File: config.mk
export PLATFORM = sky130hd
export DESIGN_NAME = aarm_fifo
export DESIGN_NICKNAME = d
export VERILOG_FILES = /design/src/design/aarm_pkg.sv /design/src/design/aarm_fifo.sv
export SDC_FILE = /design/constraint.sdc
export NUM_CORES = 1
export LEC_CHECK = 0
export ABC_AREA = 1
export BUFFER_PORTS_ARGS = -buffer_cell sky130_fd_sc_hd__buf_4
export CAP_MARGIN = 5
export CORE_ASPECT_RATIO = 0.7
export CORE_MARGIN = 4
export CORE_UTILIZATION = 60
export DETAILED_ROUTE_END_ITERATION = 6
export GPL_TIMING_DRIVEN = 0
export PLACE_DENSITY = 0.82
export SETUP_SLACK_MARGIN = 0.02
export SLEW_MARGIN = 20
export SYNTH_ARGS = -nofsm -noshare
export SYNTH_HDL_FRONTEND = slang
export SYNTH_SLANG_ARGS = --single-unit
File: constraint.sdc
create_clock -name clk_i -period 4.4 [get_ports clk_i]
set_input_delay 0.44 -clock clk_i [delete_from_list [all_inputs] [get_ports clk_i]]
set_output_delay 0.44 -clock clk_i [all_outputs]
set_load 0.02 [all_outputs]
File: src/design/aarm_pkg.sv
// Shared types, widths and constants of the axis-angle rotation matrix block.
// Holds the CORDIC arc-tangent table. Depends on nothing.
package aarm_pkg;

  localparam int FRAC_BITS   = 14;
  localparam int SC_FRAC     = 30;
  localparam int RND_SHIFT   = SC_FRAC - FRAC_BITS;
  localparam int STEPS       = 20;
  localparam int ANG_UP      = 13;
  localparam int XW          = 33;   // CORDIC x and y width
  localparam int ZW          = 29;   // residual angle width, 2^-20 degree
  localparam int FIFO_DEPTH  = 4;
  localparam int PTR_W       = $clog2(FIFO_DEPTH);

  localparam logic signed [17:0] DEG_TURN    = 18'sd46080;
  localparam logic signed [17:0] DEG_QUARTER = 18'sd11520;
  localparam logic signed [17:0] DEG_HALF    = 18'sd23040;
  localparam logic signed [17:0] DEG_3QUART  = 18'sd34560;
  localparam logic signed [XW-1:0] CORDIC_GAIN = 33'sd652032874;

  // One folded item on its way from the front to the back.
  typedef struct packed {
    logic signed [14:0] z;        // folded angle, 1/128 degree, within +-90 degrees
    logic               neg_cos;
    logic signed [15:0] ax;
    logic signed [15:0] ay;
    logic signed [15:0] az;
  } item_t;

  typedef struct packed {
    logic full;
    logic empty;
  } fifo_stat_t;

  function automatic logic signed [ZW-1:0] atan_q20(input logic [4:0] idx);
    logic signed [ZW-1:0] v;
    unique case (idx)
      5'd0:  v = 29'sd47185920;
      5'd1:  v = 29'sd27855475;
      5'd2:  v = 29'sd14718068;
      5'd3:  v = 29'sd7471121;
      5'd4:  v = 29'sd3750058;
      5'd5:  v = 29'sd1876857;
      5'd6:  v = 29'sd938658;
      5'd7:  v = 29'sd469357;
      5'd8:  v = 29'sd234682;
      5'd9:  v = 29'sd117342;
      5'd10: v = 29'sd58671;
      5'd11: v = 29'sd29335;
      5'd12: v = 29'sd14668;
      5'd13: v = 29'sd7334;
      5'd14: v = 29'sd3667;
      5'd15: v = 29'sd1833;
      5'd16: v = 29'sd917;
      5'd17: v = 29'sd458;
      5'd18: v = 29'sd229;
      5'd19: v = 29'sd115;
      default: v = '0;
    endcase
    return v;
  endfunction

endpackage

File: src/design/aarm_fifo.sv
// Short queue of folded items between the front and the back.
// Depends on aarm_pkg.
module aarm_fifo (
  input  logic                  clk_i,
  input  logic                  rst_ni,
  input  logic                  push_i,
  input  aarm_pkg::item_t       item_i,
  input  logic                  pop_i,
  output aarm_pkg::item_t       item_o,
  output aarm_pkg::fifo_stat_t  stat_o
);

  aarm_pkg::item_t mem_q [0:aarm_pkg::FIFO_DEPTH-1];
  logic [aarm_pkg::PTR_W-1:0] wr_q, rd_q;
  logic [aarm_pkg::PTR_W:0]   cnt_q;

  assign stat_o.full  = (cnt_q == (aarm_pkg::PTR_W+1)'(aarm_pkg::FIFO_DEPTH));
  assign stat_o.empty = (cnt_q == '0);
  assign item_o       = mem_q[rd_q];

  always_ff @(posedge clk_i or negedge rst_ni) begin
    if (!rst_ni) begin
      wr_q  <= '0;
      rd_q  <= '0;
      cnt_q <= '0;
    end else begin
      if (push_i) wr_q <= wr_q + 1'b1;
      if (pop_i)  rd_q <= rd_q + 1'b1;
      if (push_i && !pop_i)      cnt_q <= cnt_q + 1'b1;
      else if (pop_i && !push_i) cnt_q <= cnt_q - 1'b1;
    end
  end

  always_ff @(posedge clk_i) begin
    if (push_i) begin
      mem_q[wr_q] <= item_i;
    end
  end

  a_no_push_full: assert property (@(posedge clk_i) disable iff (!rst_ni)
    push_i |-> !stat_o.full) else $error("push into full queue");
  a_no_pop_empty: assert property (@(posedge clk_i) disable iff (!rst_ni)
    pop_i |-> !stat_o.empty) else $error("pop from empty queue");
  a_cnt_range: assert property (@(posedge clk_i) disable iff (!rst_ni)
    cnt_q <= (aarm_pkg::PTR_W+1)'(aarm_pkg::FIFO_DEPTH)) else $error("queue count overflow");
  a_cnt_track: assert property (@(posedge clk_i) disable iff (!rst_ni)
    (push_i && !pop_i) |=> (cnt_q == $past(cnt_q) + 1'b1)) else $error("count not tracking");

endmodule

==> impl_metrics.yaml <==
status:
  status: "finished, final reports clean"
synthesis:
  synth_cell_types: 19
  seq_area_frac_synth_pct: 72.31
  synthCells: 795
  synth_area_leaders: "edfxtp_1 (71%), nand2_1 (7.1%), o211ai_1 (5.9%)"
  synth_top_area_share_pct: 70.70
  synth-seq-cells: 263
  synth_nets: 869
  yosys.area.top_type: "edfxtp_1"
  syn-cell-area_um2: 10870
  ys_warn_count: 0
  avgSynthCellArea_um2: 13.68
detailed_routing:
  routed_wl_um: 22200
  vias: 6505
  drtAntennaViolNets: 0
  first_pass_iters: 5
  viasPerCell: 5.385
  drt_iter0_markers: 605
  drcViolationCount: 0
  post_drt_wl_per_cell_um: 18.37
final_layout:
  final_layout_size_suffix_gt1_share_pct: 27.12
  layout_common_cells: "edfxtp_1 (256), nand2_1 (205), buf_4 (137), inv_1 (136), o211ai_1 (85)"
  fill_cells: 1054
  fin_nets: 1033
  fin_cells: 1208
  area_growth_syn_to_layout_pct: 20.39
  final_common_cell: "edfxtp_1"
  fin_area_um2: 13090
  antennaDiodeCount: 0
worst_setup_path:
  crit_path_start_kind: "flop"
  end_kind: "output port"
  worst_ep_required_time_ns: 3.96
  cp_max_fo: 10
  critical_path_arrival_ns: 1.86
  crit_type: "flop to output port"
clock_tree:
  cts_resized: 0
  cts_sinks: 263
  cts.path.max_buffers: 3
  post_cts_buffers: 0
  cts_tree: "yes"
  clk_latency_ns: 0.51
  ctsHoldBuffers: 1
  htree_levels: 1
  cts_buffers: 24
  clock-root-buffer: "clkbuf_16"
  cts.clk_slew.worst_paths_ns: 0.07
die:
  die_w_um: 168.9
  die_height_um: 120.6
  fp.dieArea_um2: 20370
  initial_core_util_pct: 62.25
  rows: 40
  placeableCoreArea_um2: 17470
  ios: 134
place:
  gp_congestion: 0.7317
  postPlaceCellArea_um2: 12280
  dp_hpwl_um: 13820
  post-place-ws_ns: 2.481
  numPortBuffers: 133
  dp_cells: 1163
pwr:
  irDropWorstVdd_mv: 0.4894
  p_per_area_nw_per_um2: 728.0
  power_frac_comb_pct: 42.2
  switching_share_pct: 36.85
  netSwitchingPower_mw: 3.511
  clkPwrFrac_pct: 22.0
  power_leakage_nw: 5.375
  power.total_mw: 9.530
  p_seq_share_pct: 35.8
  internal_power_mw: 6.019
grt:
  antenna_found_initial: 0
  grt_max_degree: 48
  grt_pass1_wl_um: 34420
  grt-ovfl-total: 0
  grt_pass1_vias: 6430
  track_usage_pct: 21.77
sta:
  hold_viol: 0
  rsz0062_at_grt: "false"
  timing.final.crit_share_pct: 52.28
  finalWorstSetupSlack_ns: 2.100
  setup_viol: 0
  skew_ns: 0.006353
  slew_viol_final: 0
  tns_ns: 0
  max_freq_ghz: 0.4348
  fin_crit_ns: 2.300
  max_slew.worst_pin.slew_ns: 0.3778
  relSlewSlack_pct: 74.81
run:
  max_cap_viol_count: 0
hold_path:
  min_path_type: "primary input to flop"
[layer usage]
| layer | track usage, % | part of all wire (%) | routed length, µm |
|---|---|---|---|
| met1 | 30.61 | 42 | 9291 |
| met2 | 36.26 | 48 | 10640 |
| met3 | 4.052 | 8.3 | 1845 |
| met4 | 4.410 | 1.9 | 424 |
| met5 | 0 | 0 | 0 |
[power groups by stage]
stage | Combinational, mW | Sequential [mW] | Clock [mW]
floorplan | 2.49 | 3.45 | 0
global placement | 3.89 | 3.49 | 0
detailed placement | 4.02 | 3.46 | 0
CTS | 4.06 | 3.41 | 2.12
global route | 4.35 | 3.44 | 2.23
finish | 4.02 | 3.41 | 2.10
[area by class of cell]
type	count	area (µm²)	area share, %
clock buffers	29	650.6	4.970
clock inverters	15	148.9	1.137
plain buffers	44	395.4	3.020
well taps	231	289.0	2.208
multi-input cells	348	2090	15.96
inverters	140	535.5	4.091
flip-flops and latches	263	7863	60.06
repair buffers	138	1119	8.545
[per-stage QoR]
stage | utilization [%] | hold WS, ns
global placement | 69.62 | 0.2582
finish | 74.94 | 0.1211
global route | 74.94 | 0.1125
detailed placement | 70.31 | 0.2596
CTS | 74.94 | 0.1101
floorplan | - | 0.1444
[Yosys cell counts, drive strengths merged]
library cell,instances
o211ai,128
o21ai,1
inv,140
edfxtp,256
buf,43
dfrtp,7
xnor2,1
nand4,1
nand3,1
clkbuf,1
ha,5
xor2,3
fa,1
nand2,205
nor3,2
[worst paths after layout]
path | startpoint | end | slack (ns) | depth (start not counted)
worst min register to register | cnt_q[2] | cnt_q[2] | 0.52 | 2
max in group asynchronous | rst_ni | wr_q[1] | 3.98 | 2
worst max-delay path | rd_q[0] | item_o[38] | 2.10 | 6
min in group asynchronous | rst_ni | rd_q[0] | 0.29 | 2
worst max register to register | wr_q[0] | mem_q[2][46] | 2.68 | 5
worst min-delay path | pop_i | rd_q[0] | 0.12 | 2
[logic make-up after synthesis]
kind of cell | share of synthesized area, %
buf+inv | 8.469
xor+xnor | 0.3223
fa+ha+maj | 0.7595
simple gates | 7.273
compound gates | 10.86
flops | 72.31
[registers in the layout, summed over array words and instances (netlist names)]
register,cells
mem_q,256
wr_q,2
rd_q,2
cnt_q,3
[worst max-delay path, stage by stage, from the launching register on]
cell and delay, ns:
dfrtp_1 0.38, buf_6 0.14, buf_6 0.16, buf_6 0.15, o211ai_1 0.19, nand2_1 0.14
buf_4 0.18
No activity file was read; power rests on OpenSTA's default activity.
