$ cat src/design/aarm_pkg.sv
// Shared types, widths and constants of the axis-angle rotation matrix block.
// Holds the CORDIC arc-tangent table. Depends on nothing.
package aarm_pkg;

  localparam int FRAC_BITS   = 14;
  localparam int SC_FRAC     = 30;
  localparam int RND_SHIFT   = SC_FRAC - FRAC_BITS;
  localparam int STEPS       = 20;
  localparam int ANG_UP      = 13;
  localparam int XW          = 33;   // CORDIC x and y width
  localparam int ZW          = 29;   // residual angle width, 2^-20 degree
  localparam int FIFO_DEPTH  = 4;
  localparam int PTR_W       = $clog2(FIFO_DEPTH);

  localparam logic signed [17:0] DEG_TURN    = 18'sd46080;
  localparam logic signed [17:0] DEG_QUARTER = 18'sd11520;
  localparam logic signed [17:0] DEG_HALF    = 18'sd23040;
  localparam logic signed [17:0] DEG_3QUART  = 18'sd34560;
  localparam logic signed [XW-1:0] CORDIC_GAIN = 33'sd652032874;

  // One folded item on its way from the front to the back.
  typedef struct packed {
    logic signed [14:0] z;        // folded angle, 1/128 degree, within +-90 degrees
    logic               neg_cos;
    logic signed [15:0] ax;
    logic signed [15:0] ay;
    logic signed [15:0] az;
  } item_t;

  typedef struct packed {
    logic full;
    logic empty;
  } fifo_stat_t;

  function automatic logic signed [ZW-1:0] atan_q20(input logic [4:0] idx);
    logic signed [ZW-1:0] v;
    unique case (idx)
      5'd0:  v = 29'sd47185920;
      5'd1:  v = 29'sd27855475;
      5'd2:  v = 29'sd14718068;
      5'd3:  v = 29'sd7471121;
      5'd4:  v = 29'sd3750058;
      5'd5:  v = 29'sd1876857;
      5'd6:  v = 29'sd938658;
      5'd7:  v = 29'sd469357;
      5'd8:  v = 29'sd234682;
      5'd9:  v = 29'sd117342;
      5'd10: v = 29'sd58671;
      5'd11: v = 29'sd29335;
      5'd12: v = 29'sd14668;
      5'd13: v = 29'sd7334;
      5'd14: v = 29'sd3667;
      5'd15: v = 29'sd1833;
      5'd16: v = 29'sd917;
      5'd17: v = 29'sd458;
      5'd18: v = 29'sd229;
      5'd19: v = 29'sd115;
      default: v = '0;
    endcase
    return v;
  endfunction

endpackage

$ cat src/design/aarm_front.sv
// Front end: accepts input transfers, wraps the angle to one turn and folds it
// into +-90 degrees. Depends on aarm_pkg.
module aarm_front (
  input  logic                  clk_i,
  input  logic                  rst_ni,
  input  logic                  in_valid_i,
  output logic                  in_stall_o,
  input  logic signed [16:0]    angle_deg_i,
  input  logic signed [15:0]    axis_x_i,
  input  logic signed [15:0]    axis_y_i,
  input  logic signed [15:0]    axis_z_i,
  input  aarm_pkg::fifo_stat_t  fifo_stat_i,
  output logic                  push_o,
  output aarm_pkg::item_t       item_o
);

  logic             valid_q;
  aarm_pkg::item_t  item_q, item_d;
  logic signed [17:0] ang, r, r1;

  assign in_stall_o = valid_q && fifo_stat_i.full;
  assign push_o     = valid_q && !fifo_stat_i.full;
  assign item_o     = item_q;

  always_comb begin
    ang = 18'(angle_deg_i);
    if (ang < 0) begin
      r1 = ang + aarm_pkg::DEG_TURN;
      r  = (r1 < 0) ? r1 + aarm_pkg::DEG_TURN : r1;
    end else begin
      r1 = ang - aarm_pkg::DEG_TURN;
      r  = (ang >= aarm_pkg::DEG_TURN) ? r1 : ang;
    end
    item_d.ax = axis_x_i;
    item_d.ay = axis_y_i;
    item_d.az = axis_z_i;
    item_d.neg_cos = 1'b0;
    if (r <= aarm_pkg::DEG_QUARTER) begin
      item_d.z = 15'(r);
    end else if (r < aarm_pkg::DEG_3QUART) begin
      item_d.z = 15'(aarm_pkg::DEG_HALF - r);
      item_d.neg_cos = 1'b1;
    end else begin
      item_d.z = 15'(r - aarm_pkg::DEG_TURN);
    end
  end

  always_ff @(posedge clk_i or negedge rst_ni) begin
    if (!rst_ni) begin
      valid_q <= 1'b0;
    end else if (!in_stall_o) begin
      valid_q <= in_valid_i;
    end
  end

  always_ff @(posedge clk_i) begin
    if (!in_stall_o && in_valid_i) begin
      item_q <= item_d;
    end
  end

endmodule

$ cat config.mk
export PLATFORM = sky130hd
export DESIGN_NAME = aarm_front
export DESIGN_NICKNAME = d
export VERILOG_FILES = /design/src/design/aarm_pkg.sv /design/src/design/aarm_front.sv
export SDC_FILE = /design/constraint.sdc
export NUM_CORES = 1
export LEC_CHECK = 0
export ABC_AREA = 1
export BUFFER_PORTS_ARGS = -buffer_cell sky130_fd_sc_hd__buf_2
export CAP_MARGIN = 20
export CORE_UTILIZATION = 50
export CTS_BUF_LIST = sky130_fd_sc_hd__clkbuf_4 sky130_fd_sc_hd__clkbuf_8 sky130_fd_sc_hd__clkbuf_16
export CTS_CLUSTER_SIZE = 28
export DETAILED_ROUTE_END_ITERATION = 10
export PLACE_DENSITY = 0.9
export SETUP_SLACK_MARGIN = 0.3
export SLEW_MARGIN = 15
export SYNTH_ARGS = -nofsm -noshare
export SYNTH_HDL_FRONTEND = slang
export SYNTH_SLANG_ARGS = --single-unit
$ cat constraint.sdc
create_clock -name clk_i -period 6.6 [get_ports clk_i]
set_clock_uncertainty 0.1 [all_clocks]
set_input_delay 0.66 -clock clk_i [delete_from_list [all_inputs] [get_ports clk_i]]
set_output_delay 0.66 -clock clk_i [all_outputs]
set_load 0.01 [all_outputs]
==> results.toml, run 1 <==
[logic_synthesis]
ys_seq_area_frac = 0.561
yosysMostFrequentCell = "nand2_1"
synth_fa_ha_area_frac = 0.0433
synthXorXnorAreaFrac = 0.0202
avgSynthCellArea_sq_um = 10.1
synth_mux_area_frac = 0
yosys.area_share.simple = 0.283
synth.area.top_cells = "edfxtp_1 55%, nand2_1 12%, ha_1 4.3%"
synth_top_area_frac = 0.554
synth_cells = 342
yosysUniqueCellTypes = 35
synth-seq-cells = 65
synth_top_flop_cell = "edfxtp_1"
yosysWarnings = 0
synth_top_family_by_area = "simple AND/OR/NAND/NOR gates"
synth_compound_gate_area_share = 0.0408
synth_common_cells = "113 x nand2_1, 64 x edfxtp_1, 30 x inv_1, 30 x nand3_1, 18 x nand2_2"
synth_edf_count = 64
synthesis.nets = 424
async_flop_share = 0.0154
netlist_area_sq_mm = 0.00347
yosysTopAreaCell = "edfxtp_1"

[setup_path]
cp-end-kind = "register"
r2r-start = "valid_q"
path_class = "input pin to register"
cp_max_fo = 11
reg2reg_slack_ns = 4.75
arrival_ns = 3.60
reg2regPathDepth = 4
critPathRequiredTime_ns = 6.59
timing.rr.end = "item_o[62]"
crit_path_start_kind = "input pin"

[cts]
clock_latency_ns = 0.33
numCtsBuffers = 9
root_buffer = "clkbuf_8"
cts_max_path_buffers = 2
cts_tree = "built"
ctsResizeCount = 0
cts.sink_count = 65
clk_pin_slew_worst_paths_ns = 0.08
cts_setup_buffers = 0
htreeDepth = 3

[place]
dp_hpwl_um = 6210
portBuffers = 134
dpl_worst_slack_ns = 2.72
place_congestion = 0.874

[floorplanning]
dieArea_sq_mm = 0.00728
die_w_um = 85.3
start_util = 0.531
num_io_pins = 136
fp.coreArea_sq_mm = 0.00653
num_rows = 29
die_y_um = 85.3

[drt]
wl_per_cell_um = 15.8
drc = 0
drtPass1Iterations = 5
drt_iter0_drc = 217
final_antenna_net_count = 0
via_per_inst = 5.38
totalWireLength_um = 8960
vias = 3045

[power_and_ir_drop]
p_per_area_mw_per_mm2 = 238
sw_frac_of_total = 0.293
pwr-share-comb = 0.213
switchingPower_mw = 0.308
p_int_mw = 0.744
power_mw = 1.05
p_leak_nw = 2.15
clock_power_share = 0.313
ir_drop_mv = 0.108
seqPwrFrac = 0.474

[sta]
worst_pin_slew_ns = 0.725
slew-limit-headroom = 0.516
fin_crit_sh = 0.547
finalHoldViolations = 0
rsz0062_at_grt = "no"
slew_violations = 0
max_freq_ghz = 0.277
fin_hold_ws_ns = 0.391
setup_violations = 0
setup_tns_ns = 0
layout_min_cycle_time_ns = 3.61
layout_setup_ws_ns = 2.99

[run_status]
status = "complete, no violations"

[min_path]
min_to = "item_o[34]"
min_path_cells = 1
min_from = "axis_x_i[2]"
hp-class = "input pin to register"

[final_layout]
layout-drive-gt1-share = 0.399
final_core_util = 0.676
nets = 566
syn_to_final_growth_pct = 27.3
n_antenna_cell = 0

[global_routing]
grt_start_max_net_pins = 61
antenna_found_initial = 0
grt_util_all_layers = 0.243
grt-ovfl-total = 0
grt_pass1_wl_um = 13400
grt_pass1_vias = 2825

[flow_run]
drv_cap = 0
==> critical path, stage by stage <==
cell     delay (ns)
buf_2          0.15
inv_1          0.17
ha_1           0.24
inv_1          0.05
nand3_1        0.10
nand2_1        0.11
nand2_1        0.16
nand2_4        0.08
inv_1          0.08
nand2_1        0.07
nand2_1        0.07
nand2_1        0.05
nand2_1        0.19
inv_1          0.12
ha_1           0.19
nand3_1        0.12
nand2_4        0.07
nor2_4         0.09
nand2_1        0.05
nand2_1        0.06
nand2_2        0.21
nor2_4         0.29
nand2_1        0.09
nand2_1        0.08
nand2_1        0.05
==> per-stage QoR <==
stage / instance area (sq um) / std cells
after floorplan: 3470 / 342
after global placement: 4210 / 549
after detailed placement: 4210 / 549
after CTS: 4420 / 566
after global routing: 4420 / 566
final: 4420 / 566
==> final cells by class <==
| cell class | count | area (sq um) |
|---|---|---|
| well taps | 77 | 96.3 |
| repair buffers | 136 | 688 |
| inverters | 36 | 140 |
| clock inverters | 7 | 70.1 |
| clock buffers | 9 | 124 |
| flip-flops and latches | 65 | 1950 |
| fillers | 485 | 2120 |
| multi-input cells | 236 | 1350 |
==> cells by family (layout without fill, tap and decap cells) <==
family          Yosys count  count (layout)
buf+inv                  41             188
xor+xnor                  8               8
compound gates           18              18
flops                    65              65
simple gates            198             198
fa+ha+maj                12              12
==> power by group through the flow <==
| stage | sequential [mW] | combinational (mW) | clock (mW) |
|---|---|---|---|
| detailed placement | 0.506 | 0.219 | 0 |
| finish | 0.498 | 0.224 | 0.329 |
| global route | 0.500 | 0.246 | 0.347 |
| floorplan | 0.524 | 0.128 | 0 |
| CTS | 0.498 | 0.223 | 0.332 |
| global placement | 0.505 | 0.211 | 0 |
==> cells in the final DEF, fill, tap and decap left out, drive strengths merged <==
cell type    count
nand2          138
xor2             5
bufinv           1
clkinvlp         1
nand3           33
nand4            4
clkbuf           9
o21ai            6
nand3b           3
nor3             2
clkinv           5
dlygate4sd3      1
dfrtp            1
inv             36
nor2            18
ha              12
xnor2            3
o32ai            1
a21oi            8
a31oi            1
edfxtp          64
a21boi           2
buf            135
==> what timing repair did <==
action                                  4_1_cts  5_1_grt
hold buffers                                  1        0
endpoints found under the setup margin        0        0
hold endpoints to repair                      1        0
==> routing by layer <==
layer | GRT usage | vias to the layer above | wire [um] | part of all wire
met2 | 0.446 | 176 | 4630 | 0.52
li1 | - | 1418 | - | -
met4 | 0.112 | 0 | 301 | 0.034
met5 | 0 | - | 0 | 0
met1 | 0.260 | 1419 | 3230 | 0.36
met3 | 0.0642 | 32 | 789 | 0.088
==> how the worst max path moves through the flow <==
stage / to / cells after the start / slack [ns] / startpoint
final: item_o[51] / 25 / 2.99 / angle_deg_i[10]
after global routing: item_o[51] / 25 / 2.73 / angle_deg_i[10]
after CTS: item_o[51] / 25 / 3.01 / angle_deg_i[10]
after detailed placement: item_o[58] / 25 / 2.72 / angle_deg_i[10]
after global placement: item_o[58] / 25 / 2.81 / angle_deg_i[10]
after floorplan: item_o[0] / 3 / 2.53 / fifo_stat_i[1]
==> flip-flops by register name, summed over array words and instances, names as in the netlist <==
name / flops
valid_q: 1
item_o: 64
No activity file was read; power rests on OpenSTA's default activity.
==> inputs of run 2 (changes only) <==
--- a/config.mk
+++ b/config.mk
@@ -8,11 +8,11 @@
 export ABC_AREA = 1
 export BUFFER_PORTS_ARGS = -buffer_cell sky130_fd_sc_hd__buf_2
 export CAP_MARGIN = 20
-export CORE_UTILIZATION = 50
+export CORE_UTILIZATION = 44
 export CTS_BUF_LIST = sky130_fd_sc_hd__clkbuf_4 sky130_fd_sc_hd__clkbuf_8 sky130_fd_sc_hd__clkbuf_16
 export CTS_CLUSTER_SIZE = 28
 export DETAILED_ROUTE_END_ITERATION = 10
-export PLACE_DENSITY = 0.9
+export PLACE_DENSITY = 0.84
 export SETUP_SLACK_MARGIN = 0.3
 export SLEW_MARGIN = 15
 export SYNTH_ARGS = -nofsm -noshare
==> constraint.sdc (replaced) <==
create_clock -name clk_i -period 3.17 [get_ports clk_i]
set_clock_uncertainty 0.1 [all_clocks]
set_input_delay 0.317 -clock clk_i [delete_from_list [all_inputs] [get_ports clk_i]]
set_output_delay 0.317 -clock clk_i [all_outputs]
set_load 0.01 [all_outputs]
==> run 2 against run 1 <==
- total power grew 120%
- sequential cell count is the same
- combinational power grew 130%
- design area grew 5.0%
- critical endpoint is now item_o[59]
- largest cell class unchanged
==> results.toml, run 2 (synthesized netlist as in run 1, its figures left out) <==
[power_and_ir_drop]
p_per_area_mw_per_mm2 = 495
power_mw = 2.30
p_leak_nw = 2.25
ir_drop_mv = 0.279

[cts]
cts_tree = "built"
cts.sink_count = 65
root_buffer = "clkbuf_8"
numCtsBuffers = 9
clock_latency_ns = 0.32
clk_pin_slew_worst_paths_ns = 0.07
htreeDepth = 3
cts_max_path_buffers = 2

[sta]
slew-limit-headroom = 0.493
fin_hold_ws_ns = 0.0613
setup_violations = 0
max_freq_ghz = 0.382
setup_tns_ns = 0
rsz0062_at_grt = "no"
layout_min_cycle_time_ns = 2.62
finalHoldViolations = 0
worst_pin_slew_ns = 0.760
slew_violations = 0
fin_crit_sh = 0.825

[setup_path]
timing.rr.end = "item_o[19]"
arrival_ns = 2.61
reg2regPathDepth = 4
r2r-start = "valid_q"
crit_path_start_kind = "input pin"
path_class = "input pin to register"
crit_end = "item_o[59]"
cp_max_fo = 10
reg2reg_slack_ns = 1.43
cp-end-kind = "register"
crit_path_start = "angle_deg_i[12]"
critPathRequiredTime_ns = 3.16

[drt]
top_layer = "met4"
drc = 0
wl_met3_um = 594
via_per_inst = 4.76
vias = 2903
drt_iter0_drc = 177
drt-met1-wl_um = 3260
final_antenna_net_count = 0
totalWireLength_um = 8410
drtPass1Iterations = 4
wl_per_cell_um = 13.8
wl_met2_um = 4470

[flow_run]
drv_cap = 0

[final_layout]
syn_to_final_growth_pct = 33.7
layout_common_cells = "134 x buf_2, 112 x nand2_1, 64 x edfxtp_1, 30 x inv_1, 30 x nand3_1"
layout-drive-gt1-share = 0.423
largest_reg_flops = 64
fin_cells = 610
nets = 585
fin_area_sq_mm = 0.00464
n_fill_cell = 607
final_common_cell = "buf_2"
n_antenna_cell = 0

[global_routing]
grt_util_all_layers = 0.205
grt_pass1_vias = 2725
grt_start_max_net_pins = 65
grt_pass1_wl_um = 13000
antenna_found_initial = 0
grt-ovfl-total = 0

[place]
place_congestion = 0.861
dpl_cell_area_sq_mm = 0.00438
portBuffers = 134
dp_hpwl_um = 6410
dp.cells = 590

[floorplanning]
die_y_um = 90.8
die_w_um = 90.8
start_util = 0.451
fp.coreArea_sq_mm = 0.00769
dieArea_sq_mm = 0.00824
num_io_pins = 136
num_rows = 32

[min_path]
hp-class = "input pin to register"

[run_status]
status = "complete, no violations"
## run 2: cell count changes in the layout (fill, tap and decap cells not counted), sizes merged
cell / previous run / this run
buf: 135 / 154
clkinv: 5 / 3
bufinv: 1 / 2
clkinvlp: 1 / 2
## run 2: worst min-delay path by stage
stage                       startpoint          to  slack [ns]  cells past startpoint
after floorplan                 rst_ni     valid_q       -0.08                      0
after global placement          rst_ni     valid_q      -0.007                      1
after detailed placement        rst_ni     valid_q      -0.007                      1
after CTS                 axis_x_i[12]  item_o[44]        0.05                      1
after global routing       axis_z_i[8]   item_o[8]        0.04                      1
final                      axis_x_i[9]  item_o[41]        0.06                      1
## run 2: power breakdown
part,total [mW],switching (mW),internal [mW]
clock,0.753,0.311,0.442
combinational,0.506,0.306,0.200
sequential,1.04,0.0143,1.02
## run 2: worst max-delay path: stages
cell	delay [ns]
buf_2	0.21
inv_2	0.08
ha_1	0.18
nand2_1	0.09
nand3_2	0.13
a21oi_4	0.16
inv_1	0.08
nand2_1	0.07
nand2_1	0.04
nand2_1	0.07
inv_1	0.07
ha_1	0.18
nand3_1	0.12
nand2_4	0.07
nor2_4	0.09
nand2_1	0.05
nand2_1	0.07
nand2_2	0.10
buf_12	0.16
nand2_8	0.09
nand2_2	0.06
nand3_1	0.06
nand2_1	0.05
## run 2: metrics by stage
step	setup WS, ns	utilization
2_1_floorplan	0.302	-
3_3_place_gp	0.200	0.569
3_5_place_dp	0.129	0.569
4_1_cts	0.441	0.599
5_1_grt	0.303	0.603
6_report	0.553	0.603
## run 2: what timing repair did
action / CTS / global route
hold endpoints to repair: 1 / 0
setup endpoints to repair: 0 / 12
hold buffers: 1 / 0
buffers inserted: 0 / 3
resized for setup: 0 / 4
## run 2: final cells by class
class | count | area, sq um | share of cell area
multi-input combinational | 236 | 1360 | 0.294
sequential | 65 | 1950 | 0.420
inverter | 36 | 140 | 0.0302
tap | 102 | 128 | 0.0275
clock buffer | 9 | 124 | 0.0267
clock inverter | 7 | 93.8 | 0.0202
timing repair buffer | 155 | 843 | 0.182
## run 2: routing by layer
layer  vias to the layer above  track usage
li1                       1456            -
met5                         -            0
met1                      1335        0.225
met3                         8       0.0471
met4                         0       0.0661
met2                       104        0.388
